## config.mk

```make
export PLATFORM = sky130hd
export DESIGN_NAME = detection_track_confirmation
export DESIGN_NICKNAME = d
export VERILOG_FILES = /design/src/hdl/dtc_pkg.sv /design/src/hdl/detection_track_confirmation.sv
export SDC_FILE = /design/constraint.sdc
export NUM_CORES = 2
export LEC_CHECK = 0
export ABC_AREA = 0
export ABC_CLOCK_PERIOD_IN_PS = 32800
export BUFFER_PORTS_ARGS = -buffer_cell sky130_fd_sc_hd__buf_2
export CAP_MARGIN = 20
export CORE_AREA = 10 10 374 376
export CTS_BUF_LIST = sky130_fd_sc_hd__clkbuf_16
export CTS_CLUSTER_DIAMETER = 100
export DETAILED_ROUTE_END_ITERATION = 7
export DIE_AREA = 0 0 384 386
export MAX_ROUTING_LAYER = met4
export PLACE_DENSITY = 0.71
export RECOVER_POWER = 25
export SYNTH_ARGS = -nofsm -noshare
export SYNTH_HDL_FRONTEND = slang
export SYNTH_SLANG_ARGS = --single-unit
```

## constraint.sdc

```tcl
create_clock -name clock -period 32.8 [get_ports clock]
set_input_delay 1.64 -clock clock [delete_from_list [all_inputs] [get_ports clock]]
set_output_delay 1.64 -clock clock [all_outputs]
set_load 0.005 [all_outputs]
```

## src/hdl/dtc_pkg.sv

```systemverilog
`timescale 1ns / 1ps
// Shared types and constants for the detection track confirmation block.
// No dependencies.
package dtc_pkg;

   localparam int ReqDataWidth = 64;
   localparam int RspDataWidth = 88;
   localparam int CsrAddrWidth = 3;
   localparam int CsrDataWidth = 16;

   // frame kinds carried on req_tuser
   typedef enum logic [1:0] {
      OP_NO_DET = 2'd0,
      OP_DET    = 2'd1,
      OP_CLEAR  = 2'd2,
      OP_NONE   = 2'd3
   } op_type;

   // register indexes
   localparam logic [CsrAddrWidth-1:0] RegConfirmFrames  = 3'd0;
   localparam logic [CsrAddrWidth-1:0] RegConfMissLimit  = 3'd1;
   localparam logic [CsrAddrWidth-1:0] RegPendMissLimit  = 3'd2;
   localparam logic [CsrAddrWidth-1:0] RegCenterLimit    = 3'd3;
   localparam logic [CsrAddrWidth-1:0] RegSlopeLimit     = 3'd4;
   localparam logic [CsrAddrWidth-1:0] RegYawLimit       = 3'd5;

   localparam logic [7:0]  ConfirmFramesReset = 8'd5;
   localparam logic [7:0]  ConfMissLimitReset = 8'd8;
   localparam logic [7:0]  PendMissLimitReset = 8'd2;
   localparam logic [15:0] CenterLimitReset   = 16'd600;
   localparam logic [31:0] CenterLimitSqReset = 32'd360000;
   localparam logic [12:0] SlopeLimitReset    = 13'd546;
   localparam logic [14:0] YawLimitReset      = 15'd2731;

   localparam logic [15:0] YawHalfTurn = 16'h8000;

   typedef struct packed {
      logic signed [15:0] cx;
      logic signed [15:0] cy;
      logic [12:0]        slope;
      logic [15:0]        yaw;
   } track_type;

endpackage

```

## src/hdl/detection_track_confirmation.sv

```systemverilog
`timescale 1ns / 1ps
// Detection track confirmation by counted matches, with coasting, for one region.
// Depends on dtc_pkg.
//
// Usage:
//  req channel: one word per detection frame. req_tuser is the frame kind
//  (no detection, detection, clear; the unused code leaves the tracks as they
//  are). req_tdata carries center x/y in mm, slope and yaw binary angles.
//  rsp channel: one word per frame with the track status after that frame.
//  csr port: write-only, one register per index, written while idle.
// A req word passes the input register and then the result register to rsp.
// Throughput: one frame per cycle while rsp is not stalled. The frame sits
// in an input register; the compare (two 17x17 squares, sum, limit compare)
// and the track update run in one pass and land in the state and the result
// register together, so the next frame sees the updated tracks right away.
// A stalled rsp holds the result; the input register still takes one more
// word, then req_tready drops until the result drains.
// Reset: tracks and counters are cleared, registers go to their defaults.
// The center limit is squared as it is written.
module detection_track_confirmation (
   input  logic                                clock,
   input  logic                                reset,
   input  logic                                req_tvalid,
   output logic                                req_tready,
   // [15:0] center_x_mm, [31:16] center_y_mm, [44:32] slope_angle,
   // [60:45] yaw_angle, [63:61] zero
   input  logic [dtc_pkg::ReqDataWidth-1:0]    req_tdata,
   // [1:0] op
   input  logic [1:0]                          req_tuser,
   output logic                                rsp_tvalid,
   input  logic                                rsp_tready,
   // [0] confirmed_valid, [1] pending_valid, [17:2] track_x_mm,
   // [33:18] track_y_mm, [46:34] track_slope, [62:47] track_yaw,
   // [70:63] confirm_count, [78:71] pending_misses, [86:79] confirmed_misses,
   // [87] zero
   output logic [dtc_pkg::RspDataWidth-1:0]    rsp_tdata,
   input  logic                                csr_we,
   input  logic [dtc_pkg::CsrAddrWidth-1:0]    csr_addr,
   input  logic [dtc_pkg::CsrDataWidth-1:0]    csr_wdata
);
   import dtc_pkg::*;

   // config registers
   logic [7:0]  confirm_frames_ff;
   logic [7:0]  conf_miss_limit_ff;
   logic [7:0]  pend_miss_limit_ff;
   logic [31:0] center_limit_sq_ff;
   logic [12:0] slope_limit_ff;
   logic [14:0] yaw_limit_ff;

   // input stage
   logic        in_vld_ff;
   op_type      in_op_ff;
   track_type   in_det_ff;

   // track state
   logic        pend_present_ff, pend_present_in;
   track_type   pend_trk_ff, pend_trk_in;
   logic        conf_present_ff, conf_present_in;
   track_type   conf_trk_ff, conf_trk_in;
   logic [7:0]  match_cnt_ff, match_cnt_in;
   logic [7:0]  pend_miss_ff, pend_miss_in;
   logic [7:0]  conf_miss_ff, conf_miss_in;

   // result stage
   logic                    rsp_vld_ff;
   logic [RspDataWidth-1:0] rsp_data_ff, rsp_data_in;

   logic        advance;
   logic        fire;
   logic [7:0]  need;
   logic        conf_match;
   logic        pend_match;
   logic [8:0]  pend_miss_inc;
   logic [8:0]  conf_miss_inc;
   logic [8:0]  match_inc;
   logic [7:0]  match_next;

   function automatic logic trk_match(
      input track_type   a,
      input track_type   b,
      input logic [31:0] lim_sq,
      input logic [12:0] slope_lim,
      input logic [14:0] yaw_lim
   );
      logic signed [16:0] dx;
      logic signed [16:0] dy;
      logic signed [33:0] px;
      logic signed [33:0] py;
      logic [33:0]        dist2;
      logic [12:0]        ds;
      logic [15:0]        d;
      logic [15:0]        dw;
      dx    = {a.cx[15], a.cx} - {b.cx[15], b.cx};
      dy    = {a.cy[15], a.cy} - {b.cy[15], b.cy};
      px    = dx * dx;
      py    = dy * dy;
      dist2 = {1'b0, px[32:0]} + {1'b0, py[32:0]};
      ds    = (a.slope >= b.slope) ? (a.slope - b.slope) : (b.slope - a.slope);
      d     = a.yaw - b.yaw;
      dw    = (d > YawHalfTurn) ? (16'd0 - d) : d;
      return (dist2 <= {2'b00, lim_sq}) && (ds <= slope_lim) && (dw <= {1'b0, yaw_lim});
   endfunction

   assign advance    = !rsp_vld_ff || rsp_tready;
   assign fire       = in_vld_ff && advance;
   assign req_tready = !in_vld_ff || advance;
   assign rsp_tvalid = rsp_vld_ff;
   assign rsp_tdata  = rsp_data_ff;

   // config writes; the center limit is kept squared for the compare
   always_ff @(posedge clock) begin
      if (reset) begin
         confirm_frames_ff  <= ConfirmFramesReset;
         conf_miss_limit_ff <= ConfMissLimitReset;
         pend_miss_limit_ff <= PendMissLimitReset;
         center_limit_sq_ff <= CenterLimitSqReset;
         slope_limit_ff     <= SlopeLimitReset;
         yaw_limit_ff       <= YawLimitReset;
      end else begin
         if (csr_we) begin
            unique case (csr_addr)
               RegConfirmFrames: confirm_frames_ff  <= csr_wdata[7:0];
               RegConfMissLimit: conf_miss_limit_ff <= csr_wdata[7:0];
               RegPendMissLimit: pend_miss_limit_ff <= csr_wdata[7:0];
               RegCenterLimit:   center_limit_sq_ff <= {16'd0, csr_wdata} * {16'd0, csr_wdata};
               RegSlopeLimit:    slope_limit_ff     <= csr_wdata[12:0];
               RegYawLimit:      yaw_limit_ff       <= csr_wdata[14:0];
               default: ;
            endcase
         end
      end
   end

   // input register
   always_ff @(posedge clock) begin
      if (reset) begin
         in_vld_ff <= 1'b0;
      end else if (req_tready) begin
         in_vld_ff <= req_tvalid;
      end
   end

   always_ff @(posedge clock) begin
      if (req_tready && req_tvalid) begin
         in_op_ff        <= op_type'(req_tuser);
         in_det_ff.cx    <= req_tdata[15:0];
         in_det_ff.cy    <= req_tdata[31:16];
         in_det_ff.slope <= req_tdata[44:32];
         in_det_ff.yaw   <= req_tdata[60:45];
      end
   end

   assign need       = (confirm_frames_ff == 8'd0) ? 8'd1 : confirm_frames_ff;
   assign conf_match = trk_match(conf_trk_ff, in_det_ff, center_limit_sq_ff,
                                 slope_limit_ff, yaw_limit_ff);
   assign pend_match = trk_match(pend_trk_ff, in_det_ff, center_limit_sq_ff,
                                 slope_limit_ff, yaw_limit_ff);
   assign pend_miss_inc = {1'b0, pend_miss_ff} + 9'd1;
   assign conf_miss_inc = {1'b0, conf_miss_ff} + 9'd1;
   assign match_inc     = {1'b0, match_cnt_ff} + 9'd1;

   always_comb begin
      match_next = 8'd1;
      if (pend_present_ff && pend_match) begin
         match_next = (match_inc > {1'b0, need}) ? need : match_inc[7:0];
      end
   end

   // track update
   always_comb begin
      pend_present_in = pend_present_ff;
      pend_trk_in     = pend_trk_ff;
      conf_present_in = conf_present_ff;
      conf_trk_in     = conf_trk_ff;
      match_cnt_in    = match_cnt_ff;
      pend_miss_in    = pend_miss_ff;
      conf_miss_in    = conf_miss_ff;

      unique case (in_op_ff)
         OP_NO_DET: begin
            if (pend_present_ff) begin
               if (pend_miss_inc > {1'b0, pend_miss_limit_ff}) begin
                  pend_present_in = 1'b0;
                  pend_miss_in    = 8'd0;
                  match_cnt_in    = 8'd0;
               end else begin
                  pend_miss_in = pend_miss_inc[7:0];
               end
            end
            if (conf_present_ff) begin
               if (conf_miss_inc > {1'b0, conf_miss_limit_ff}) begin
                  conf_present_in = 1'b0;
                  conf_miss_in    = 8'd0;
               end else begin
                  conf_miss_in = conf_miss_inc[7:0];
               end
            end
         end
         OP_DET: begin
            if (conf_present_ff) begin
               if (conf_match) begin
                  conf_trk_in  = in_det_ff;
                  conf_miss_in = 8'd0;
               end else if (conf_miss_inc > {1'b0, conf_miss_limit_ff}) begin
                  conf_present_in = 1'b0;
                  conf_miss_in    = 8'd0;
               end else begin
                  conf_miss_in = conf_miss_inc[7:0];
               end
            end
            match_cnt_in    = match_next;
            pend_trk_in     = in_det_ff;
            pend_present_in = 1'b1;
            pend_miss_in    = 8'd0;
            if (match_next >= need) begin
               conf_trk_in     = in_det_ff;
               conf_present_in = 1'b1;
               conf_miss_in    = 8'd0;
            end
         end
         OP_CLEAR: begin
            pend_present_in = 1'b0;
            conf_present_in = 1'b0;
            match_cnt_in    = 8'd0;
            pend_miss_in    = 8'd0;
            conf_miss_in    = 8'd0;
         end
         default: ;
      endcase
   end

   always_comb begin
      rsp_data_in        = '0;
      rsp_data_in[0]     = conf_present_in;
      rsp_data_in[1]     = pend_present_in;
      if (conf_present_in) begin
         rsp_data_in[17:2]  = conf_trk_in.cx;
         rsp_data_in[33:18] = conf_trk_in.cy;
         rsp_data_in[46:34] = conf_trk_in.slope;
         rsp_data_in[62:47] = conf_trk_in.yaw;
      end
      rsp_data_in[70:63] = match_cnt_in;
      rsp_data_in[78:71] = pend_miss_in;
      rsp_data_in[86:79] = conf_miss_in;
   end

   always_ff @(posedge clock) begin
      if (reset) begin
         pend_present_ff <= 1'b0;
         conf_present_ff <= 1'b0;
         match_cnt_ff    <= 8'd0;
         pend_miss_ff    <= 8'd0;
         conf_miss_ff    <= 8'd0;
         rsp_vld_ff      <= 1'b0;
      end else begin
         if (fire) begin
            pend_present_ff <= pend_present_in;
            conf_present_ff <= conf_present_in;
            match_cnt_ff    <= match_cnt_in;
            pend_miss_ff    <= pend_miss_in;
            conf_miss_ff    <= conf_miss_in;
         end
         if (advance) begin
            rsp_vld_ff <= in_vld_ff;
         end
      end
   end

   always_ff @(posedge clock) begin
      if (fire) begin
         pend_trk_ff <= pend_trk_in;
         conf_trk_ff <= conf_trk_in;
         rsp_data_ff <= rsp_data_in;
      end
   end

`ifndef NO_ASSERTIONS
   a_conf_miss_idle: assert property (@(posedge clock) disable iff (reset)
      !conf_present_ff |-> conf_miss_ff == 8'd0)
      else $error("confirmed miss count set without a confirmed track");

   a_match_tracks_pending: assert property (@(posedge clock) disable iff (reset)
      pend_present_ff == (match_cnt_ff != 8'd0))
      else $error("match count out of step with pending track");

   a_confirm_from_pending: assert property (@(posedge clock) disable iff (reset)
      $rose(conf_present_ff) |-> pend_present_ff && $past(in_op_ff) == OP_DET)
      else $error("track confirmed without a detection");
`endif

endmodule

```

==> impl_summary.txt <==
----------------------------------------------------
[Clocking]
  # hold bufs at CTS ... 0
  Post CTS Setup Buffer Count ... 0
  Clock latency at the later pin of the worst-skew pair ... 0.66 ns
  Inserted Clock Buffers ... 47
  CTS H-tree lvls ... 2
  Post-CTS sizing ... 0
  Clock slew at reported path FFs ... 0.06 ns
  Clock tree from TritonCTS ... yes
  Cell at the root of the clock tree ... sky130_fd_sc_hd__clkbuf_16
  Sinks on the clock net ... 383
  Max clock buf depth ... 3

[Synthesis]
  Post-Synthesis Cell Area ... 72,500 um^2
  Fraction of synthesized cell area taken by the top area cell type ... 34.1%
  Top cells by instance count after synthesis ... 1,765 x sky130_fd_sc_hd__inv_1, 1,236 x sky130_fd_sc_hd__fa_1, 773 x sky130_fd_sc_hd__ha_1
  Flip-flop cell with the highest count after synthesis ... sky130_fd_sc_hd__edfxtp_1
  Most common cell in the netlist ... sky130_fd_sc_hd__inv_1
  Synthesized area per cell ... about 9.2 um^2
  Synthesized-area fraction occupied by and/or/nand/nor cells ... 11.3%
  Dominant combinational cell family by area after synthesis ... adder cells
  XOR/XNOR share of the synthesized area ... approximately 4.6%
  Multiplexer share of the synthesized area ... 1.09%
  Biggest area consumer among synthesized cells ... sky130_fd_sc_hd__fa_1
  Yosys synthesis warning count ... 0
  Synth Instances ... 7,840
  Fraction of registers with async set/reset ... 0%
  Main area contributors after synthesis ... sky130_fd_sc_hd__fa_1 34%, sky130_fd_sc_hd__ha_1 13%, sky130_fd_sc_hd__edfxtp_1 11%, sky130_fd_sc_hd__inv_1 9.1%, sky130_fd_sc_hd__nand2_1 3.5%
  Net Count, Synth ... 9,939
  Number of unique standard cell types used by synthesis ... 89
  Fraction of the mapped netlist area in compound gates ... 10.9%
  Share of synthesized cell area in full adder, half adder and majority cells ... 47.5%
  Yosys reg bits ... 383
  Number of enable flip-flop cells after synthesis ... 272
  Post-synthesis sequential area ratio ... 14.3%

[Min path]
  Kind of path behind the tightest hold check ... flip-flop to flip-flop
  Min-Delay Path Depth ... 2

[Worst setup path]
  Number of cells on the worst reg-to-reg path ... 58
  Slowest cell on the critical path ... sky130_fd_sc_hd__buf_4
  Crit-path max cell delay ... 0.79 ns
  Crit Path Max Fanout ... 85
  Kind of end point of the critical path ... flip-flop
  Path type of the worst setup path ... flip-flop to flip-flop
  Nature of the critical path startpoint ... flip-flop
  Data arrival time of the worst path ... 17.23 ns
  Worst EP required ... 33.19 ns

[Route]
  Routed wire length ... 185 mm
  Detail Route Antenna Nets ... 0
  Total vias in the final route ... 54,155
  Average wire per cell in the routed design ... 19.0 um
  Number of design rule violations left after detail routing ... 0
  Routed via count divided by cell count ... 5.55
  Initial DRT Pass Iterations ... 8
  Starting DRT DRC Count ... 3,437

[Floorplanning]
  I/O pin total ... 180
  Die height ... 386 um
  Core Region ... 133,000 um^2
  Chip Width ... 384 um
  Rows ... 134
  Initial core utilization ... 54.6%
  Full die area ... 148,000 um^2

[Cells and area]
  Filler cells ... 11,633
  Number of nets in the layout ... between 10,000 and 15,000
  Layout Utilization ... around 58%
  Area growth from synthesis to layout ... 6.33%
  Proportion of layout cells with a drive suffix above 1 ... under 10%

[STA]
  Number of hold violations in the final report ... 0
  Max_slew headroom ... -67.1%
  Fmax ... 59.4 MHz
  Max-slew violations ... 107
  Clock period minus worst slack ... about 17 ns
  Worst clock skew ... 0.0635 ns
  Setup repair after global routing missed its margin ... no
  Worst slack on hold paths ... 0.453 ns
  Final critical-path share of the clock period ... around half
  Transition time at the pin with the least slew margin ... 2.51 ns
  Finish-stage setup viols ... 0
  Final sum of negative setup slack ... 0 ns

[Global routing]
  Via count of the first global-routing pass ... 57,797
  Tot GR Track Use ... 26.3%
  Grt ovf ... 0
  Number of antenna violations at the first check in global routing ... 12
  Largest net degree at the start of global routing ... 86
  Global-route wire length before repair ... 304 mm

[Outcome]
  Violated checks ... max-capacitance violations, max-slew violations
  Run status ... finished with violations

[Placed design]
  Count of input and output buffers ... roughly 180
  Gpl congestion ... 0.965
  Final HPWL DP ... 154 mm

[Flow run]
  Number of max-cap violations ... 3

----------------------------------------------------
## area by class of cell
type                            count  area, um^2  share of cell area, %
Clock inverter                     39         493                  0.640
Sequential cell                   383       10400                   13.5
Timing Repair Buffer              240        1340                   1.74
Multi-Input combinational cell   5481       54700                   71.0
Inverter                         1792        6730                   8.73
Tap cell                         1768        2210                   2.87
Clock buffer                       47        1180                   1.53
Antenna cell                       12        30.0                 0.0390
## cell usage in the layout, fill, tap and decap left out, drive strengths merged, types with 14 or more instances in the layout
cell type	Yosys	layout
a211oi	39	39
nand2	682	682
or3	19	19
nor3	95	95
clkinv	25	38
xor2	116	116
a211o	14	14
o31ai	43	43
o211ai	49	49
o21a	67	67
and2	87	87
clkbuf	148	56
a21boi	16	16
nor2	575	575
o21bai	42	42
o21ai	194	194
mux2i	16	16
nor2b	57	57
a22o	71	71
buf	36	231
nand3	89	89
nand2b	53	53
xnor2	262	262
and3	47	47
fa	1236	1236
edfxtp	272	272
or2	23	23
a21oi	354	354
a21o	143	143
inv	1767	1783
dfxtp	111	111
ha	773	773
a31oi	32	32
mux2	56	56
nand4	45	45
## registers in the layout, summed over array words and instances, names as in the netlist, 2 cells and up
signal	flops
pend_miss_limit_ff	8
in_det_ff	61
conf_miss_ff	8
conf_trk_ff	61
match_cnt_ff	8
slope_limit_ff	13
conf_miss_limit_ff	8
yaw_limit_ff	15
pend_miss_ff	8
pend_trk_ff	61
confirm_frames_ff	8
rsp_tdata	87
in_op_ff	2
center_limit_sq_ff	31
## through the flow
stage,cell area [um^2],worst slack (ns),std cells
2_1_floorplan,72500,18.96,7840
3_3_place_gp,75400,16.39,9662
3_5_place_dp,75400,16.28,9663
4_1_cts,77000,16.19,9749
5_1_grt,77100,15.09,9762
6_report,77100,15.96,9762
## per-layer routing
metal,vias up,wire length [um],global-route usage [%]
li1,25198,-,-
met1,27098,76200,32.6
met2,1499,89700,43.4
met3,360,11500,4.04
met4,0,7760,9.58
met5,-,0,-
## cells by family (layout without fill, tap and decap cells)
group / count (synthesis) / after routing
fa+ha+maj: 2009 / 2009
buf+inv: 1976 / 2118
simple gates: 1831 / 1831
compound gates: 1190 / 1190
flops: 383 / 383
xor+xnor: 378 / 378
mux: 72 / 72
other cells: 1 / 13
## worst paths after layout
kind / endpoint / startpoint / slack (ns)
worst max register to register: conf_trk_ff[50] / in_det_ff[30] / 15.96
worst max-delay path: conf_trk_ff[50] / in_det_ff[30] / 15.96
worst min register to register: yaw_limit_ff[12] / yaw_limit_ff[12] / 0.45
worst min-delay path: yaw_limit_ff[12] / yaw_limit_ff[12] / 0.45
## worst max-delay path, delay by kind of cell, from the launching register on
family / cells / cell delay (ns)
buffers and inverters: 8 / 2.05
flip-flops: 1 / 0.48
AO/OA/AOI/OAI: 26 / 6.71
AND/OR/NAND/NOR: 9 / 1.85
adder cells (fa/ha/maj): 11 / 4.29
multiplexers: 2 / 0.62
XOR/XNOR: 2 / 0.40
Power is left out: the tool's default activity adds up to more than one toggle a clock period on the data nets, which glitch-free logic cannot reach.
